--- config.mk ---
export PLATFORM = sky130hd
export DESIGN_NAME = bba_divider
export DESIGN_NICKNAME = d
export VERILOG_FILES = /design/src/sv/bitmap_block_allocator_top_defines.svh /design/src/sv/bba_pkg.sv /design/src/sv/bba_divider.sv
export SDC_FILE = /design/constraint.sdc
export NUM_CORES = 1
export LEC_CHECK = 0
export BUFFER_PORTS_ARGS = -buffer_cell sky130_fd_sc_hd__buf_4
export CORE_MARGIN = 8
export CORE_UTILIZATION = 41
export DETAILED_ROUTE_END_ITERATION = 16
export PLACE_DENSITY = 0.72
export SLEW_MARGIN = 20
export SYNTH_ARGS = -nofsm -noshare
export SYNTH_HDL_FRONTEND = slang
export SYNTH_SLANG_ARGS = --single-unit
export TNS_END_PERCENT = 50
--- constraint.sdc ---
create_clock -name clock -period 1.3 [get_ports clock]
set_clock_uncertainty 0.05 [all_clocks]
set_input_delay 0.26 -clock clock [delete_from_list [all_inputs] [get_ports clock]]
set_output_delay 0.26 -clock clock [all_outputs]
set_load 0.02 [all_outputs]
--- src/sv/bitmap_block_allocator_top_defines.svh ---
// ---------------------------------------------------------------------------
// Bitmap block allocator assertion macros
// Shared concurrent assertion forms for the allocator RTL.
// ---------------------------------------------------------------------------
`ifndef BITMAP_BLOCK_ALLOCATOR_TOP_DEFINES_SVH
`define BITMAP_BLOCK_ALLOCATOR_TOP_DEFINES_SVH

// Same-cycle implication, checked outside reset.
`define BBA_ASSERT(lbl, clk, rst, ante, cons, msg) \
   lbl: assert property (@(posedge clk) disable iff (rst) (ante) |-> (cons)) \
      else $error(msg);

// Next-cycle implication, checked outside reset.
`define BBA_ASSERT_NEXT(lbl, clk, rst, ante, cons, msg) \
   lbl: assert property (@(posedge clk) disable iff (rst) (ante) |=> (cons)) \
      else $error(msg);

`endif

--- src/sv/bba_pkg.sv ---
// ---------------------------------------------------------------------------
// Bitmap block allocator package
// Block state codes, word geometry, operation codes and shared types.
// ---------------------------------------------------------------------------
`default_nettype none

package bba_pkg;

   // Block state codes
   localparam logic [1:0] ST_FREE  = 2'b00;
   localparam logic [1:0] ST_USED  = 2'b01;
   localparam logic [1:0] ST_FIRST = 2'b10;

   // Operation codes
   localparam logic FUNC_ALLOC = 1'b0;
   localparam logic FUNC_FREE  = 1'b1;

   // Blocks packed into one state memory word
   localparam int LANES  = 16;
   localparam int LANE_W = 4;
   localparam int WORD_W = 2 * LANES;

   // Field widths
   localparam int SIZE_W    = 15;
   localparam int SIZE_DV_W = SIZE_W + 1;
   localparam int NEED_W    = SIZE_W;
   localparam int ADDR_W    = 64;

   // Defaults for the top level parameters
   localparam int DEF_NUM_BLOCKS  = 4096;
   localparam int DEF_BLOCK_BYTES = 4;

   typedef logic [1:0] state_type;

   typedef struct packed {
      logic busy;
      logic done;
   } div_stat_type;

endpackage

`default_nettype wire

--- src/sv/bba_divider.sv ---
// ---------------------------------------------------------------------------
// Bitmap block allocator divider
// Division by the constant block size through a reciprocal multiply; the started
// dividend is registered, then multiplied, and the quotient is registered with done.
// ---------------------------------------------------------------------------
`default_nettype none

module bba_divider #(
   parameter int DV_W    = 16,
   parameter int DIVISOR = 4
) (
   input  logic                  clock,
   input  logic                  reset,
   input  logic                  start,
   input  logic [DV_W-1:0]       dividend,
   output bba_pkg::div_stat_type stat,
   output logic [DV_W-1:0]       quotient
);
   import bba_pkg::*;

   // floor(x / d) equals (x * RECIP) >> (DV_W + SH) for every x below 2^DV_W
   localparam int SH  = $clog2(DIVISOR);
   localparam int M_W = DV_W + 1;
   localparam int P_W = DV_W + M_W;
   localparam longint unsigned RECIP =
      ((64'd1 << (DV_W + SH)) / 64'(DIVISOR)) + 64'd1;

   logic [DV_W-1:0] x_ff,    x_in;
   logic [DV_W-1:0] q_ff,    q_in;
   logic            busy_ff, busy_in;
   logic            done_ff, done_in;
   logic [P_W-1:0]  prod;

   assign prod = P_W'(x_ff) * P_W'(M_W'(RECIP));

   always_comb begin
      x_in    = x_ff;
      q_in    = q_ff;
      busy_in = 1'b0;
      done_in = 1'b0;
      if (start) begin
         x_in    = dividend;
         busy_in = 1'b1;
      end else if (busy_ff) begin
         // multiply the held dividend; the quotient is registered with done
         q_in    = DV_W'(prod >> (DV_W + SH));
         done_in = 1'b1;
      end
   end

   always_ff @(posedge clock) begin
      if (reset) begin
         busy_ff <= 1'b0;
         done_ff <= 1'b0;
      end else begin
         busy_ff <= busy_in;
         done_ff <= done_in;
      end
      x_ff <= x_in;
      q_ff <= q_in;
   end

   assign stat.busy = busy_ff;
   assign stat.done = done_ff;
   assign quotient  = q_ff;

endmodule

`default_nettype wire

==> metrics.md <==
| Metric | Value |
|---|---|
| Status | finished clean |
| Synth Flop Type | edfxtp_1 |
| Vias | 451 |
| First-pass GRT wire length | 2150 um |
| TNS Setup | 0 ns |
| Post-synthesis cell area | about 940 um^2 |
| Commonest cells in the netlist | edfxtp_1, buf_4, dfxtp_1 |
| CP endpoint kind | primary output |
| Slowest Stage Delay on Critical Path | approximately 0.4 ns |
| Worst-path clk slew | 0.09 ns |
| Critical path class | reg2out |
| Data arrival, critical path | 0.87 ns |
| Initial DRC count | 13 |
| Hold Path Class | in2reg |
| Buf/Inv on CP | 1 |
| Row count | 17 |
| Die Ht | 63.9 um |
| Ranking of synthesized cells by area | edfxtp_1, dfxtp_1, buf_4 |
| Pleak | 0.500 nW |
| Drt total wl | 1370 um |
| Crit path time final | roughly 1.2 ns |
| Syn Area/Cell | 24.8 um^2 |
| Unique masters post-synth | 7 |
| Post-CTS Setup Inserts | 0 |
| Max Cap Violations | 0 |
| Global route total overflow | 0 |
| CTS resizes | 0 |
| Peak fanout along the critical path | 1 |
| Longest Clk Path Bufs | 2 |
| Peak supply drop | 1000 uV |
| Seq/Total Area, Yosys | slightly above 90% |
| Vias in the first global route | 455 |
| Clock Sink Count | 30 |
| DRT antenna net count | 0 |
| Syn. warnings | 0 |
| Synthesis-to-layout area growth | 36.0% |
| Die Footprint | 4090 um^2 |
| Die X | 63.9 um |
| DRC | 0 |
| Met1 wire length | 438 um |
| Area share of the largest cell type after synthesis | 89.2% |
| Crit-path cells | buf_4 |
| Crit path required time | 0.99 ns |
| Root Driver | clkbuf_4 |
| DR top layer | met4 |
| Largest net degree at the start of global routing | 17 |
| Num CTS Buffers | 5 |
| # fillers | about 180 |
| Fmax | 848 MHz |
| Routed wire length per instance | around 13 um |
| # port buffers | 32 |
| Crit path max-delay family | flip-flops |
| Routed vias/inst | 4.30 |
| CTS tree | yes |
| Synth Instances | 38 |
| Most frequent cell after synthesis | edfxtp_1 |
| CTS Hold Buffers Added | 0 |
| Final #Nets | 95 |
| Antenna violations before repair | 0 |
| Initial core utilization | between 40% and 50% |
| Final Max Tran Viols | 0 |
| Endpoints failing hold | 0 |
| Core area | 2190 um^2 |
| GP Congestion | 0.666 |
| DR WL met3 | 160 um |
| Final Core Density | slightly below 60% |
| Worst skew pair latency | 0.31 ns |
| Post-synth ARST share | 0% |
| All-Layer GR Usage | 7.23% |
| Startpoint Class | flop |
| Final Cycle Share | 90.8% |
| Max stage delay cell, worst path | edfxtp_1 |
| Antenna cells | 0 |
| Ports | 37 |
| Layout cell share with drive strength beyond 1 | 57.1% |
| Power Density | 1360 nW/um^2 |
| Synth area leader | edfxtp_1 |
| Setup-failing EPs final | 0 |
| H-tree lvl count | 2 |
| Met2 WL | slightly above 700 um |
| First drt pass iteration count | 4 |
| EDFF count, synth | 28 |
| Total power | 1.74 mW |
| #FFs+latches synth | 30 |
| RSZ-0062 raised after global routing | no |
cell families after synthesis:
logic type	share of synthesized area, %
AND/OR/NAND/NOR	2.92
flip-flops	93.5
other	0.398
buffers and inverters	3.19
layer usage:
layer,track usage [%],vias to the layer above
met5,0,-
met4,6.13,0
met3,5.57,6
met2,11.2,27
met1,5.91,203
li1,-,215
power by group:
| part | internal [mW] | total (mW) | leakage (nW) | switching (mW) |
|---|---|---|---|---|
| Sequential | 1.11 | 1.12 | 0.282 | 0.00972 |
| Combinational | 0.0477 | 0.0874 | 0.183 | 0.0398 |
| Clock | 0.262 | 0.541 | 0.0353 | 0.279 |
| Total | 1.42 | 1.74 | 0.500 | 0.329 |
path summary, 6_finish.rpt:
path	cells past startpoint	end	slack, ns	start
worst min-delay path	2	busy_ff$_SDFF_PP0_	0.06	reset
worst max-delay path	1	quotient[6]	0.12	quotient[6]$_DFFE_PP_
worst max register to register	2	quotient[11]$_DFFE_PP_	0.27	busy_ff$_SDFF_PP0_
worst min register to register	0	quotient[10]$_DFFE_PP_	0.37	x_ff[12]$_DFFE_PP_
layout make-up:
| cell class | instances | area, um^2 | share of cell area [%] |
|---|---|---|---|
| flip-flops and latches | 30 | 881 | 68.7 |
| repair buffers | 34 | 268 | 20.9 |
| clock buffers | 7 | 55.1 | 4.30 |
| clock inverters | 1 | 5.00 | 0.391 |
| multi-input cells | 5 | 37.5 | 2.93 |
| well taps | 28 | 35.0 | 2.73 |
cell usage in the layout, fill, tap and decap left out, drive strengths merged:
cell / count
nor2b: 2
nor3b: 1
clkinv: 1
edfxtp: 28
conb: 2
dfxtp: 2
buf: 34
clkbuf: 7
registers in the layout (all words and copies together), names as in the netlist:
name      count
busy_ff       1
done_ff       1
quotient     14
x_ff         14
metrics by stage:
step | area, um^2 | hold WS (ns) | setup slack, ns | instances
5_1_grt | 1280 | 0.0327 | 0.0802 | 105
4_1_cts | 1280 | 0.0454 | 0.108 | 105
3_3_place_gp | 1220 | 0.351 | 0.278 | 97
2_1_floorplan | 948 | 0.276 | 0.116 | 39
6_report | 1280 | 0.0583 | 0.120 | 105
3_5_place_dp | 1220 | 0.355 | 0.270 | 97
Note: power is estimated with default switching activity, not from simulation.
